File: config.mk
export PLATFORM = sky130hd
export DESIGN_NAME = mht_mod
export DESIGN_NICKNAME = d
export VERILOG_FILES = /design/src/rtl/modulo_hash_table_engine_assert.svh /design/src/rtl/mht_pkg.sv /design/src/rtl/mht_mod.sv
export SDC_FILE = /design/constraint.sdc
export NUM_CORES = 1
export LEC_CHECK = 0
export BUFFER_PORTS_ARGS = -buffer_cell sky130_fd_sc_hd__buf_4
export CAP_MARGIN = 20
export CELL_PAD_IN_SITES_DETAIL_PLACEMENT = 0
export CELL_PAD_IN_SITES_GLOBAL_PLACEMENT = 1
export CORE_MARGIN = 10
export CORE_UTILIZATION = 31
export CTS_CLUSTER_SIZE = 14
export DETAILED_ROUTE_END_ITERATION = 8
export PLACE_DENSITY = 0.68
export RECOVER_POWER = 50
export SYNTH_ARGS = -nofsm -noshare
export SYNTH_HDL_FRONTEND = slang
export SYNTH_SLANG_ARGS = --single-unit
File: constraint.sdc
create_clock -name i_clk -period 2.6 [get_ports i_clk]
set_clock_uncertainty 0.2 [all_clocks]
set_input_delay 0.52 -clock i_clk [delete_from_list [all_inputs] [get_ports i_clk]]
set_output_delay 0.52 -clock i_clk [all_outputs]
set_load 0.02 [all_outputs]
File: src/rtl/modulo_hash_table_engine_assert.svh
// Assertion macros for the hash table engine
`ifndef MODULO_HASH_TABLE_ENGINE_ASSERT_SVH
`define MODULO_HASH_TABLE_ENGINE_ASSERT_SVH
`ifndef SYNTHESIS
`define MHT_ASSERT_IMPL(label, clk, rst_n, a, c, msg) \
    label: assert property (@(posedge clk) disable iff (!rst_n) (a) |-> (c)) else $error(msg);
`define MHT_ASSERT_NEXT(label, clk, rst_n, a, c, msg) \
    label: assert property (@(posedge clk) disable iff (!rst_n) (a) |=> (c)) else $error(msg);
`else
`define MHT_ASSERT_IMPL(label, clk, rst_n, a, c, msg)
`define MHT_ASSERT_NEXT(label, clk, rst_n, a, c, msg)
`endif
`endif

File: src/rtl/mht_pkg.sv
`default_nettype none
package mht_pkg;
    localparam int NUM_BUCKETS = 64;
    localparam int WAYS        = 4;
    localparam int KEY_WIDTH   = 50;
    localparam int DATA_WIDTH  = 32;
    localparam int BKT_W       = $clog2(NUM_BUCKETS);
    localparam int WAY_W       = (WAYS > 1) ? $clog2(WAYS) : 1;
    localparam int SLOT_W      = $clog2(NUM_BUCKETS * WAYS);
    localparam int CNT_W       = 9;
    localparam int DIV_W       = BKT_W + 1;
    localparam int KEYBIT_W    = $clog2(KEY_WIDTH + 1);

    typedef logic [1:0] t_req;
    localparam t_req REQ_INSERT = 2'd0;
    localparam t_req REQ_LOOKUP = 2'd1;
    localparam t_req REQ_DELETE = 2'd2;
    localparam t_req REQ_CLEAR  = 2'd3;

    typedef logic [1:0] t_status;
    localparam t_status ST_OK       = 2'd0;
    localparam t_status ST_NOTFOUND = 2'd1;
    localparam t_status ST_FULL     = 2'd2;

    typedef enum logic [2:0] {
        S_IDLE, S_DIV, S_VRD, S_VCHK, S_PROBE, S_DONE, S_CLR, S_INIT
    } t_state;

    typedef struct packed {
        logic             start;
        logic [KEY_WIDTH-1:0] key;
        logic [DIV_W-1:0] divisor;
    } t_div_req;

    typedef struct packed {
        logic             done;
        logic [BKT_W-1:0] rem;
    } t_div_rsp;
endpackage
`default_nettype wire

File: src/rtl/mht_mod.sv
`default_nettype none
// Restoring remainder, one key bit per cycle, MSB first.
module mht_mod (
    input  wire logic           i_clk,
    input  wire logic           i_rst_n,
    input  wire mht_pkg::t_div_req i_req,
    output mht_pkg::t_div_rsp   o_rsp
);
    import mht_pkg::*;

    logic [KEY_WIDTH-1:0] r_key, n_key;
    logic [DIV_W-1:0]     r_rem, n_rem;
    logic [DIV_W-1:0]     r_div, n_div;
    logic [KEYBIT_W-1:0]  r_cnt, n_cnt;
    logic                 r_busy, n_busy;
    logic                 r_done, n_done;
    logic [DIV_W:0]       shifted;
    logic [DIV_W:0]       diff;

    always_comb begin
        shifted = {r_rem, r_key[KEY_WIDTH-1]};
        diff    = shifted - {1'b0, r_div};
        n_key   = r_key;
        n_rem   = r_rem;
        n_div   = r_div;
        n_cnt   = r_cnt;
        n_busy  = r_busy;
        n_done  = 1'b0;
        if (i_req.start) begin
            n_key  = i_req.key;
            n_div  = i_req.divisor;
            n_rem  = '0;
            n_cnt  = KEYBIT_W'(KEY_WIDTH);
            n_busy = 1'b1;
        end else if (r_busy) begin
            n_key = {r_key[KEY_WIDTH-2:0], 1'b0};
            n_rem = diff[DIV_W] ? shifted[DIV_W-1:0] : diff[DIV_W-1:0];
            n_cnt = r_cnt - 1'b1;
            if (r_cnt == KEYBIT_W'(1)) begin
                n_busy = 1'b0;
                n_done = 1'b1;
            end
        end
    end

    always_ff @(posedge i_clk) begin
        if (!i_rst_n) begin
            r_busy <= 1'b0;
            r_done <= 1'b0;
            r_cnt  <= '0;
        end else begin
            r_busy <= n_busy;
            r_done <= n_done;
            r_cnt  <= n_cnt;
        end
        r_key <= n_key;
        r_rem <= n_rem;
        r_div <= n_div;
    end

    assign o_rsp.done = r_done;
    assign o_rsp.rem  = r_rem[BKT_W-1:0];
endmodule
`default_nettype wire
* Word level (Yosys, flattened, before mapping) *
Cells that the tools add are included.

storage, ports and cells
  flip-flop bits (word level) = 72
  output and inout bits = 7

cells by class
  reductions and logical operators = 3
  add/sub/neg operators = 2
  equality and inequality tests = 1
  bitwise gates (word level) = 2
  multiplexer cells = 9

operators by type and width
  operator                                             number
  two-way mux 50 bit                                   2
  two-way mux 6 bit                                    2
  subtractor 8 x 7 -> 8 bit                            1
  two-way mux 7 bit                                    1
  equality test 6 x 1 -> 1 bit, second input constant  1
  subtractor 6 x 1 -> 6 bit, second input constant     1
  two-way mux 1 bit                                    4
  OR reduction 3 bit                                   1
  inverter 1 bit                                       2
  nonzero test 2 bit                                   1
  OR reduction 2 bit                                   1

* Logic depth before layout (Yosys ltp) *
  depth after elaboration = 4
  mapped depth = 8
  gate-level depth less buffers = 8

* Least setup slack after synthesis *
No wires, ideal clock.

  path kind = in2reg
  start point = in i_req[57] in the netlist's numbering
  end point = reg r_key[0] (enable)
  setup slack = 231 ps
  path buffers = 2
  stages on the path = 3
  arrival = 1784 ps
  cell sequence = clkbuf_1 -> clkbuf_1 -> or2_2

on the way
  word-level cells in the longest chain between the ends = 1

ends and longest elaborated chain
  what                                 RTL line       source
  start, declared                      mht_mod.sv:6   input wire mht_pkg::t_div_req i_req,
  nonzero test 2 bit (no source line)  -
  end signal, assigned                 mht_mod.sv:56  r_key <= n_key;
  end, declared                        mht_mod.sv:11  logic [KEY_WIDTH-1:0] r_key, n_key;

No other way between the ends.
A chain may end at the register's enable or synchronous reset.

* Final worst setup path *
  start point = reg r_key[49]
  end point = reg r_rem[4]

on the way
  word-level cells in the longest chain between the ends = 2

ends and longest elaborated chain
  what                       RTL line       source
  subtractor 8 x 7 -> 8 bit  mht_mod.sv:22  diff = shifted - {1'b0, r_div};
  two-way mux 7 bit          mht_mod.sv:37  n_rem = diff[DIV_W] ? shifted[DIV_W-1:0] : diff[DIV_W-1:0];
  end signal, assigned       mht_mod.sv:57  r_rem <= n_rem;
  end, declared              mht_mod.sv:12  logic [DIV_W-1:0] r_rem, n_rem;

No other way between the ends.

==> results.tsv <==
metric	value	unit
run_status	finished, final reports clean	
clk_pin_slew	0.07	ns
cts_setup_buffers	0	
routed_wl	6840	um
reg2reg_depth	7	
tightest_slew	0.759	ns
synth_nets	319	
cts_buffers	9	
wire_per_inst	14.9	um
synth_area_leaders	edfxtp_1 51%, mux2_2 16%, dfxtp_1 8.9%	
drc	0	
via_count	2093	
hold_viol_final	0	
drt-met1-wl	3000	um
num_antenna_cells	0	
grt_pass1_wl	11200	um
htree_num_levels	3	
clockBufferDepth	2	
hp-class	input pin to flip-flop	
num_rows	38	
period_share	93.2	%
syn_to_final_growth	23.4	%
detail-route-antenna-nets	0	
synth_xor_xnor_area_share	1.55	%
yosys_warnings	0	
crit_chain	inv_1 -> ha_1 -> nand2b_1 -> a211o_1 -> a31o_4 -> or4_1 -> a311oi_1	
cap_violations	0	
fillers	1097	
grtUsageTotal	9.06	%
cp.required	2.67	ns
p_leak	1.61	nW
crit_slowest_cell	or4_1	
wl_met2	3320	um
synthFlopType	edfxtp_1	
nets	384	
pre_cts_ws	0.181	ns
yosys_register_bits	72	
yosysTopAreaCellShare	50.6	%
synth_area	3380	sq um
antenna_found_initial	0	
criticalPathCategory	flip-flop to flip-flop	
portBuffers	66	
worstPathArrival	2.49	ns
synth-seq-area-share	59.5	%
cts_tree	yes	
end_kind	flip-flop	
synthAdderAreaFrac	3.92	%
setup_viol	0	
dieHeight	124	um
io_pins	67	
period_needed	2.42	ns
cpPeakStageDelay	0.49	ns
synth_area_leader_cell	edfxtp_1	
hold_buffers	0	
start_util	31.5	%
die_w	124	um
report.final.slew_viol_count	0	
min_delay_path_depth	1	
fp.coreArea	10700	sq um
cts_resized	0	
synth_compound_area_share	8.03	%
max_freq	0.413	GHz
drive_gt1_share	41.5	%
synth-simple-area-share	6.55	%
rsz0062_at_grt	no	
synth_cell_types	37	
syn_avg_cell_area	13.6	sq um
maxSlewHeadroom	49.4	%
root_buffer	clkbuf_8	
top_layer	met4	
syn_inst	249	
grt_pass1_vias	2234	
synthArstFlopShare	0	%
ir_drop	0.335	mV
drt_iter0_drc	91	
power.density	641	nW/um^2
synth_top_family_by_area	multiplexers	
synth_edf_count	57	
clkSinkCount	72	
drt_pass1_iterations	4	
grt_overflow_total	0	
place_congestion	0.783	
dieArea	15500	sq um
fin_ws	0.176	ns
crit_path_max_fanout	8	
vias_per_cell	4.57	
synth.mux.area_fraction	16.3	%
timing.setup.tns	0	ns
insertion_delay	0.35	ns
post-dp-hpwl	4880	um
dr_wl_met3	408	um
worstSetupStartpointType	flip-flop	
grt_start_max_net_pins	46	
[synth_stat cells, drive strengths merged, types with 4 or more instances]
cell type,n
edfxtp,57
mux2,49
nor2,16
dfxtp,15
inv,14
a21oi,10
buf,9
ha,9
clkbuf,7
o21ai,7
a311oi,6
nand2b,5
nor3,5
nand3,4
[metal layers]
layer  up-vias  global-route usage, %
li1       1053                      -
met1       984                   9.97
met2        46                   14.5
met3        10                   4.68
met4         0                   3.50
met5         -                      0
[critical path: cells and delay by family (launching register included)]
family	cells	cell delay [ns]
adders and majority gates	1	0.22
buffers and inverters	1	0.06
AOI/OAI and AO/OA	3	0.88
DFF	1	0.33
and+or+nand+nor	2	0.65
[sequential cells by signal, indices dropped and copies added (netlist names)]
signal	cells
r_key	50
r_div	7
r_rem	7
r_cnt	6
r_busy	1
r_done	1
[path summary, 6_finish.rpt]
path	from	end	slack (ns)
setup / recovery	r_key[49]$_DFFE_PP_	r_rem[4]$_SDFFE_PP0P_	0.18
hold / removal	i_req[5]	r_div[5]$_DFFE_PP_	0.16
setup reg to reg	r_key[49]$_DFFE_PP_	r_rem[4]$_SDFFE_PP0P_	0.18
hold reg to reg	r_rem[5]$_SDFFE_PP0P_	r_rem[5]$_SDFFE_PP0P_	0.32
[power breakdown]
| group | total, mW | switching (mW) | internal [mW] |
|---|---|---|---|
| combinational | 0.417 | 0.197 | 0.220 |
| clock | 0.839 | 0.409 | 0.430 |
| sequential | 1.42 | 0.0429 | 1.38 |
| total | 2.67 | 0.649 | 2.03 |
[per-stage QoR]
| stage | area, sq um | total power [mW] | hold WS [ns] | utilization [%] | cells |
|---|---|---|---|---|---|
| after detailed placement | 4010 | 1.87 | 0.320 | 37.3 | 443 |
| after global placement | 4010 | 1.86 | 0.322 | 37.3 | 443 |
| after CTS | 4180 | 2.73 | 0.107 | 38.9 | 458 |
| after global routing | 4170 | 2.83 | 0.130 | 38.8 | 458 |
| final | 4170 | 2.67 | 0.161 | 38.8 | 458 |
| after floorplan | 3380 | 1.72 | 0.283 | - | 249 |
[cells in the final DEF, fill, tap and decap left out, types with 2 or more instances in the layout]
master     n
a31oi_1    2
nand2b_1   5
nor2_1    16
clkbuf_4   7
inv_1     14
a21oi_1   10
a2111o_1   2
nor2b_1    2
mux2_2    48
edfxtp_1  57
o311ai_0   2
nand2_1    3
xnor2_1    3
nand3_1    4
o21ai_0    7
xor2_1     3
buf_4     59
ha_1       9
dfxtp_1   15
clkinv_2   3
clkbuf_1   4
clkbuf_8   9
nor3_1     5
or4_1      2
o21a_1     3
a311oi_1   6
[area by class of cell]
type | instances | area [sq um] | area share (%)
Multi-Input combinational cell | 147 | 1230 | 29.5
Inverter | 14 | 52.6 | 1.26
Clock inverter | 5 | 48.8 | 1.17
Sequential cell | 72 | 2010 | 48.2
Timing Repair Buffer | 70 | 527 | 12.6
Tap cell | 140 | 175 | 4.20
Clock buffer | 10 | 128 | 3.06
[kinds of logic (layout without fill, tap and decap cells)]
logic type	count (synthesis)	in the layout
AO/OA/AOI/OAI	38	38
XOR/XNOR	6	6
adder cells (fa/ha/maj)	10	10
buffers and inverters	30	99
flip-flops	72	72
multiplexers	49	49
AND/OR/NAND/NOR	44	44
(Power assumes the default switching activity.)
