File: config.mk
export PLATFORM = sky130hd
export DESIGN_NAME = mht_ram
export DESIGN_NICKNAME = d
export VERILOG_FILES = /design/src/rtl/modulo_hash_table_engine_assert.svh /design/src/rtl/mht_ram.sv
export SDC_FILE = /design/constraint.sdc
export NUM_CORES = 1
export LEC_CHECK = 0
export ABC_AREA = 1
export BUFFER_PORTS_ARGS = -buffer_cell sky130_fd_sc_hd__buf_4
export CAP_MARGIN = 20
export CORE_MARGIN = 2
export CORE_UTILIZATION = 50
export CTS_BUF_LIST = sky130_fd_sc_hd__clkbuf_8 sky130_fd_sc_hd__clkbuf_16
export DETAILED_ROUTE_END_ITERATION = 16
export GPL_TIMING_DRIVEN = 0
export PLACE_DENSITY_LB_ADDON = 0.05
export SETUP_SLACK_MARGIN = 0.4
export SKIP_CTS_REPAIR_TIMING = 1
export SYNTH_ARGS = -nofsm -noshare
export SYNTH_HDL_FRONTEND = slang
export SYNTH_SLANG_ARGS = --single-unit
File: constraint.sdc
create_clock -name i_clk -period 1.4 [get_ports i_clk]
set_input_delay 0.21 -clock i_clk [delete_from_list [all_inputs] [get_ports i_clk]]
set_output_delay 0.21 -clock i_clk [all_outputs]
set_load 0.02 [all_outputs]
File: src/rtl/modulo_hash_table_engine_assert.svh
// Assertion macros for the hash table engine
`ifndef MODULO_HASH_TABLE_ENGINE_ASSERT_SVH
`define MODULO_HASH_TABLE_ENGINE_ASSERT_SVH
`ifndef SYNTHESIS
`define MHT_ASSERT_IMPL(label, clk, rst_n, a, c, msg) \
    label: assert property (@(posedge clk) disable iff (!rst_n) (a) |-> (c)) else $error(msg);
`define MHT_ASSERT_NEXT(label, clk, rst_n, a, c, msg) \
    label: assert property (@(posedge clk) disable iff (!rst_n) (a) |=> (c)) else $error(msg);
`else
`define MHT_ASSERT_IMPL(label, clk, rst_n, a, c, msg)
`define MHT_ASSERT_NEXT(label, clk, rst_n, a, c, msg)
`endif
`endif

File: src/rtl/mht_ram.sv
`default_nettype none
module mht_ram #(
    parameter int WIDTH = 8,
    parameter int DEPTH = 16
) (
    input  wire logic                     i_clk,
    input  wire logic                     i_we,
    input  wire logic [$clog2(DEPTH)-1:0] i_waddr,
    input  wire logic [WIDTH-1:0]         i_wdata,
    input  wire logic [$clog2(DEPTH)-1:0] i_raddr,
    output logic      [WIDTH-1:0]         o_rdata
);
    logic [WIDTH-1:0] r_mem [DEPTH];

    always_ff @(posedge i_clk) begin
        if (i_we) begin
            r_mem[i_waddr] <= i_wdata;
        end
        o_rdata <= r_mem[i_raddr];
    end
endmodule
`default_nettype wire

=== Word level (Yosys, flattened, before mapping) ===
Memory sizes are Yosys's and may differ from the RTL's. A register that Yosys moved wholly into a read port is not among the register bits.
Index checks and enable logic that the tools add are counted.

* Register bits after elaboration: 0
* Latch bits: 0
* Memory bits (writable): 128
* Bits in read-only memories: 0
* Input bits: 18
* Output and inout bits: 8
* Word-level logic and storage cells: 3
* Memories: 1

* $add $sub $neg: 0
* Multipliers: 0
* Divide/modulo/power cells: 0
* Magnitude comparators: 0
* Equal/unequal tests: 0
* Shifts and indexed selects: 0
* Muxes and demuxes: 2
* Bitwise gates (word level): 0
* Reduce and logical (&&, ||, !) cells: 0

{| class="wikitable"
|+ Memory list
! name !! depth !! width !! read ports !! clocked after Yosys merged registers in !! wr ports !! RTL line !! text
|-
| r_mem || 16 || 8 || 1 || 1 || 1 || mht_ram.sv:13 || <nowiki>logic [WIDTH-1:0] r_mem [DEPTH];</nowiki>
|}

{| class="wikitable"
|+ Operators by type and width
! operator !! count
|-
| $mux 1 || 2
|}

=== Logic depth before layout (Yosys ltp) ===
Gate-level depths: netlist of run 1.

* Word-level depth: 2
* Depth in mapped cells: 8

=== Least setup slack after synthesis of run 1 ===
Ideal clock, no wire load.

* Path kind: input -> register
* From: input port i_waddr[2]
* To: memory r_mem[10][0] (enable)
* Library setup time: 0.370 ns
* Arrival: 0.791 ns
* Required time: 1.030 ns
* Path slack: 0.239 ns
* Stages: 2
* Buffers on the path: 0
* Cell sequence: nand3b_1 > nor2_1

{| class="wikitable"
|+ RTL lines
! element !! RTL line !! text
|-
| start: declaration || mht_ram.sv:8 || <nowiki>input wire logic [$clog2(DEPTH)-1:0] i_waddr,</nowiki>
|-
| end: declaration || mht_ram.sv:13 ||
|}

No word-level cell before the write port.

=== Final worst setup path of run 1 ===
* From: input port i_waddr[0]
* To: memory r_mem[12][7] (enable)

No word-level cell before the write port.

==> flow_summary_export.csv, run 1 <==
group,metric,value,unit
status,status,"finished clean",
timing,fin_crit,1.10,ns
worst_hold_path,hold_path.class,"input port to register",
clock_network,numClockSinks,136,
global_routing,grt_start_max_net_pins,17,
die,rows,39,
global_routing,groute.usage.overall,23.6,%
critical_path,reg2reg_slack,0.42,ns
power,pwr_density_cell,1330,mW/mm²
place,finalWeightedCongestion,0.912,
layout,drive_gt1_share,26.6,%
timing,rsz0062_at_grt,"true",
timing,fin_ws,0.297,ns
die,initial_core_util,50.9,%
worst_hold_path,hold_path_startpoint,"i_wdata[4]",
die,dieArea,0.0124,mm²
power,irDropWorstVdd,0.000989,V
synth,synth_fp_nets,569,
timing,hold_violations,0,
clock_network,clk_pin_slew,0.06,ns
route,wl,14200,µm
place,preCtsSetupSlack,-0.392,ns
timing,fin_crit_sh,78.8,%
layout,n_antenna_cell,0,
critical_path,reg2reg_to,"o_rdata[4]",
die,die_y,111,µm
timing,final_max_slew_viol_count,0,
route,top_layer,"met4",
synth,synth.most_common_cell,"nand2_1",
global_routing,overflow,0,
layout,fin_nets,618,
layout,fillers,931,
power,p_leak,3.08,nW
critical_path,worstPathRequired,1.44,ns
critical_path,path_class,"input port to register",
die,core_area,0.0113,mm²
synth,yosysWarnings,0,
synth,synth.distinct_cells,12,
synth,synthCells,551,
die,ios,26,
critical_path,worst_setup_path_start_kind,"input port",
timing,slew_headroom,59.6,%
critical_path,end_kind,"register",
critical_path,r2r-start,"r_mem[8][4]",
critical_path,worstPathArrival,1.15,ns
route,initialDrtViolationCount,330,
global_routing,grt_pass1_vias,3592,
route,via_count,3837,
synth,ys_ff_latch,136,
layout,multi_input_area,0.00154,mm²
clock_network,cts_made_buffers,17,
clock_network,cts_max_level,4,
synth,ys_async_sr_fraction,0,%
route,antenna_left,0,
route,met2_length,6720,µm
route,drt_pass1_iterations,5,
synth,synth.largest_area_cell,"edfxtp_1",
critical_path,critPathSlowestCell,"nor2_2",
clock_network,clk_latency,0.42,ns
critical_path,crit_chain,"buf_4 -> inv_1 -> nand2_1 -> nor2_2",
synth,ys.flop_type,"edfxtp_1",
clock_network,clockBufferDepth,2,
route,wl_met1,6570,µm
timing,timing.fmax,906,MHz
worst_hold_path,min_to,"r_mem[14][4]",
worst_hold_path,holdPathStages,1,
synth,netlist.area_leader.share,66.7,%
synth,syn_area,0.00577,mm²
critical_path,cp_top_family,"simple AND/OR/NAND/NOR gates",
global_routing,antenna_found_initial,0,
power,total_power,9.52,mW
layout,ff_latch_area,0.00401,mm²
route,wl_per_cell,18.8,µm
synth,synthTopCellsByArea,"edfxtp_1 67%, nand2_1 11%, nand3_1 8.4%",
layout,area_delta_synth_final,23.7,%
place,io_buffers,22,
synth,synth_edf_count,128,
flow_run,max_cap_violations,0,
route,avgViaCountPerCell,5.08,
synth,synth.avg_cell_area,10.5,µm²
route,drc,0,
timing,worst_pin_slew,0.606,ns
critical_path,ff2ff_path_depth,6,
route,dr_wl_met3,715,µm
place,place_hpwl,9170,µm
critical_path,worst-path-buf-inv,2,
synth,ys_seq_area_share,69.4,%
clock_network,cts_root_buf,"clkbuf_16",
critical_path,slowest_delay,0.56,ns
timing,skew,0.00940,ns
global_routing,grt_pass1_wl,21200,µm
synth,synth_commonest_cells,"173 x nand2_1, 128 x edfxtp_1, 100 x inv_1",
clock_network,cts_tree,"done",
die,dieWidth,111,µm
timing,setup_viol_count_final,0,
critical_path,cp_max_fo,8,
[metrics by stage]
stage / hold slack [ns] / utilization [%] / cells / instance area, µm² / setup TNS [ns]
floorplan: 0.309 / - / 551 / 5790 / 0
global placement: 0.560 / 54.2 / 716 / 6140 / -14.32
detailed placement: 0.566 / 54.2 / 716 / 6140 / -17.10
CTS: 0.136 / 59.1 / 748 / 6700 / 0
global route: 0.151 / 63.0 / 756 / 7130 / 0
finish: 0.132 / 63.0 / 756 / 7130 / 0
[cells in the final DEF, fill, tap and decap left out, drive strengths merged]
cell,n
nand2,173
edfxtp,128
inv,111
nand3,97
buf,52
clkbuf,21
nor2,17
dfxtp,8
nand3b,2
bufinv,2
clkinv,2
[state kept, by name (all words and copies together) (netlist names)]
| name | count |
|---|---|
| r_mem | 128 |
| o_rdata | 8 |
[cell type report]
type	count	area share (%)
plain buffers	24	2.40
clock buffers	19	6.35
clock inverters	13	1.46
inverters	102	5.37
multi-input cells	289	21.6
flip-flops and latches	136	56.3
well taps	143	2.51
repair buffers	30	3.98
[worst max path at each step]
stage	startpoint	end	slack (ns)	cells after the start
2_1_floorplan	i_waddr[0]	r_mem[0][0]	0.26	3
3_3_place_gp	i_waddr[1]	r_mem[13][7]	-0.35	4
3_5_place_dp	i_waddr[1]	r_mem[13][6]	-0.39	4
4_1_cts	i_waddr[1]	r_mem[13][7]	0.03	4
5_1_grt	i_waddr[0]	r_mem[12][7]	0.22	4
6_report	i_waddr[0]	r_mem[12][7]	0.30	4
[where the power goes]
part           internal (mW)  switching [mW]  total (mW)
logic                  0.258           0.502       0.760
registers               4.56          0.0285        4.59
clock network           2.64            1.53        4.17
[cell families (layout without fill, tap and decap cells)]
logic type / Yosys count / in the layout / share of synthesized area [%]
AND/OR/NAND/NOR: 289 / 289 / 21.0
flip-flops: 136 / 136 / 69.4
buffers and inverters: 126 / 188 / 9.52
[per-layer routing]
layer | GRT usage, % | vias to the layer above
li1 | - | 1875
met1 | 35.3 | 1824
met2 | 35.0 | 120
met3 | 4.35 | 18
met4 | 8.40 | 0
met5 | 0 | -
Power figures use the tool's default switching activity.
==> run 2: changes to the inputs <==
--- a/config.mk
+++ b/config.mk
@@ -5,7 +5,7 @@
 export SDC_FILE = /design/constraint.sdc
 export NUM_CORES = 1
 export LEC_CHECK = 0
-export ABC_AREA = 1
+export ABC_AREA = 0
 export BUFFER_PORTS_ARGS = -buffer_cell sky130_fd_sc_hd__buf_4
 export CAP_MARGIN = 20
 export CORE_MARGIN = 2
==> constraint.sdc (replaced) <==
create_clock -name i_clk -period 0.9 [get_ports i_clk]
set_input_delay 0.135 -clock i_clk [delete_from_list [all_inputs] [get_ports i_clk]]
set_output_delay 0.135 -clock i_clk [all_outputs]
set_load 0.02 [all_outputs]
==> run 2 against run 1 <==
  * The flow now finishes with violations (hold timing, setup timing)
  * Largest cell class unchanged
  * Sequential power grew 55%
  * Area after synthesis decreased by 11%
  * First-iteration DRC count is 55% lower
  * Register-to-register slack got worse by 0.85 ns
  * Final area down 7.2%
==> flow_summary_export.csv, run 2 <==
group,metric,value,unit
status,status,"complete, but fails checks",
status,violations,"hold timing, setup timing",
critical_path,worst_setup_path_start_kind,"register",
route,initialDrtViolationCount,147,
timing,rsz0062_at_grt,"true",
synth,ys.flop_type,"edfxtp_1",
layout,final_cell_mix,"128 x edfxtp_1, 32 x mux4_2, 16 x clkbuf_16",
timing,worst_pin_slew,0.806,ns
layout,layout_commonest_cell,"edfxtp_1",
power,p_int,11.7,mW
synth,synthAdderAreaFrac,0,%
layout,n_antenna_cell,0,
timing,fin_ws,-0.432,ns
die,die_y,105,µm
global_routing,groute.usage.overall,19.1,%
timing,fin_crit_sh,148,%
route,antenna_left,0,
timing,slew_headroom,46.1,%
critical_path,worstPathRequired,1.29,ns
layout,top_register,"r_mem",
power,pwr_density_cell,2220,mW/mm²
synth,synth_top_family_by_area,"multiplexers",
route,avgViaCountPerCell,5.47,
global_routing,grt_pass1_wl,14400,µm
timing,whs,-0.0577,ns
timing,timing.fmax,751,MHz
power,p_switching,2.98,mW
synth,syn_area,0.00515,mm²
layout,drive_gt1_share,48.8,%
die,dieWidth,105,µm
synth,synth_xor_area_share,0,%
place,io_buffers,24,
clock_network,cts_max_level,4,
timing,hold_violations,121,
power,p_leak,2.18,nW
clock_network,cts_made_buffers,17,
synth,netlist.area_leader.share,74.7,%
die,rows,37,
layout,area_delta_synth_final,28.6,%
synth,ys_async_sr_fraction,0,%
clock_network,cts_root_buf,"clkbuf_8",
die,initial_core_util,50.8,%
power,p_sw_share,20.3,%
layout,largest_reg_flops,128,
power,combPwrFrac,6.7,%
timing,setup_viol_count_final,16,
clock_network,clk_pin_slew,0.06,ns
clock_network,numClockSinks,136,
synth,ys_ff_latch,136,
worst_hold_path,hold_path.class,"input port to register",
critical_path,end_kind,"register",
place,dp.cells,389,
timing,skew,0.00599,ns
synth,yosysWarnings,0,
layout,reg.largest.list,"r_mem (128), o_rdata (8)",
power,irDropWorstVdd,0.00102,V
route,drt_pass1_iterations,5,
global_routing,grt_start_max_net_pins,17,
route,wl,9880,µm
synth,muxShareOfSynthArea,15.0,%
place,preCtsSetupSlack,-0.689,ns
place,place_hpwl,6130,µm
synth,ys_seq_area_share,77.8,%
die,dieArea,0.0111,mm²
synth,synth.avg_cell_area,22.5,µm²
timing,fin_crit,1.33,ns
critical_path,path_class,"register to register",
synth,synth_commonest_cells,"128 x edfxtp_1, 18 x mux4_2, 16 x a22oi_1",
critical_path,worstPathArrival,1.72,ns
synth,synth.distinct_cells,19,
synth,synth.largest_area_cell,"edfxtp_1",
clock_network,clk_latency,0.51,ns
place,finalWeightedCongestion,0.731,
timing,setup_tns,-4.32,ns
synth,synth-simple-area-share,3.18,%
layout,final_area,0.00662,mm²
layout,fin_nets,308,
synth,synthCells,229,
layout,final_cells,439,
die,core_area,0.0101,mm²
place,placed_area,0.00564,mm²
global_routing,grt_pass1_vias,2326,
route,via_count,2401,
global_routing,antenna_found_initial,0,
flow_run,max_cap_violations,0,
synth,synth_fp_nets,247,
clock_network,clockBufferDepth,2,
die,ios,26,
power,p_clk_share,44.8,%
global_routing,overflow,0,
synth,synthTopCellsByArea,"edfxtp_1 75%, mux4_2 7.9%, mux4_1 7.1%",
synth,synth.most_common_cell,"edfxtp_1",
route,wl_per_cell,22.5,µm
synth,synth_edf_count,128,
route,drc,0,
critical_path,cp_max_fo,1,
clock_network,cts_tree,"done",
timing,final_max_slew_viol_count,0,
power,sequentialPowerShare,48.5,%
synth,synth_compound_area_share,2.33,%
[run 2: cell families (layout without fill, tap and decap cells)]
family	Yosys count	after routing
AND/OR/NAND/NOR	35	35
buffers and inverters	10	84
flip-flops	136	136
AO/OA/AOI/OAI	16	16
multiplexers	32	32
[run 2: worst paths after layout]
kind	depth (start not counted)	to	startpoint	slack, ns
max	3	o_rdata[4]	r_mem[2][4]	-0.43
min	1	r_mem[2][4]	i_wdata[4]	-0.06
max reg2reg	3	o_rdata[4]	r_mem[2][4]	-0.43
min reg2reg	3	o_rdata[1]	r_mem[2][1]	0.69
[run 2: worst max-delay path, cell delays in order (launching register included)]
cell and delay (ns):
edfxtp_1 0.36, mux4_2 0.46, a22oi_1 0.29, nand2_1 0.10
[run 2: area by class of cell]
type | count | area, µm²
plain buffers | 10 | 120
clock buffers | 17 | 414
clock inverters | 15 | 161
fillers | 654 | 3520
multi-input cells | 83 | 1220
flip-flops and latches | 136 | 4010
well taps | 136 | 170
repair buffers | 42 | 524
[run 2: stage by stage]
stage,power [mW],utilization (%)
finish,14.7,65.3
global placement,8.10,55.6
detailed placement,8.12,55.6
CTS,14.7,61.3
floorplan,7.73,-
global route,15.2,65.3
[run 2: power by group through the flow]
stage / Combinational [mW] / Sequential (mW) / Clock [mW]
6_report: 0.991 / 7.13 / 6.58
2_1_floorplan: 0.429 / 7.31 / 0
3_5_place_dp: 0.859 / 7.26 / 0
3_3_place_gp: 0.849 / 7.25 / 0
5_1_grt: 1.05 / 7.14 / 6.99
4_1_cts: 0.862 / 7.13 / 6.71
[run 2: per-layer routing]
| layer | track usage (%) | up-vias | share of wire, % |
|---|---|---|---|
| li1 | - | 1091 | - |
| met1 | 28.5 | 1239 | 44 |
| met2 | 27.1 | 62 | 49 |
| met3 | 5.63 | 9 | 5.3 |
| met4 | 6.57 | 0 | 0.98 |
| met5 | 0 | - | 0 |
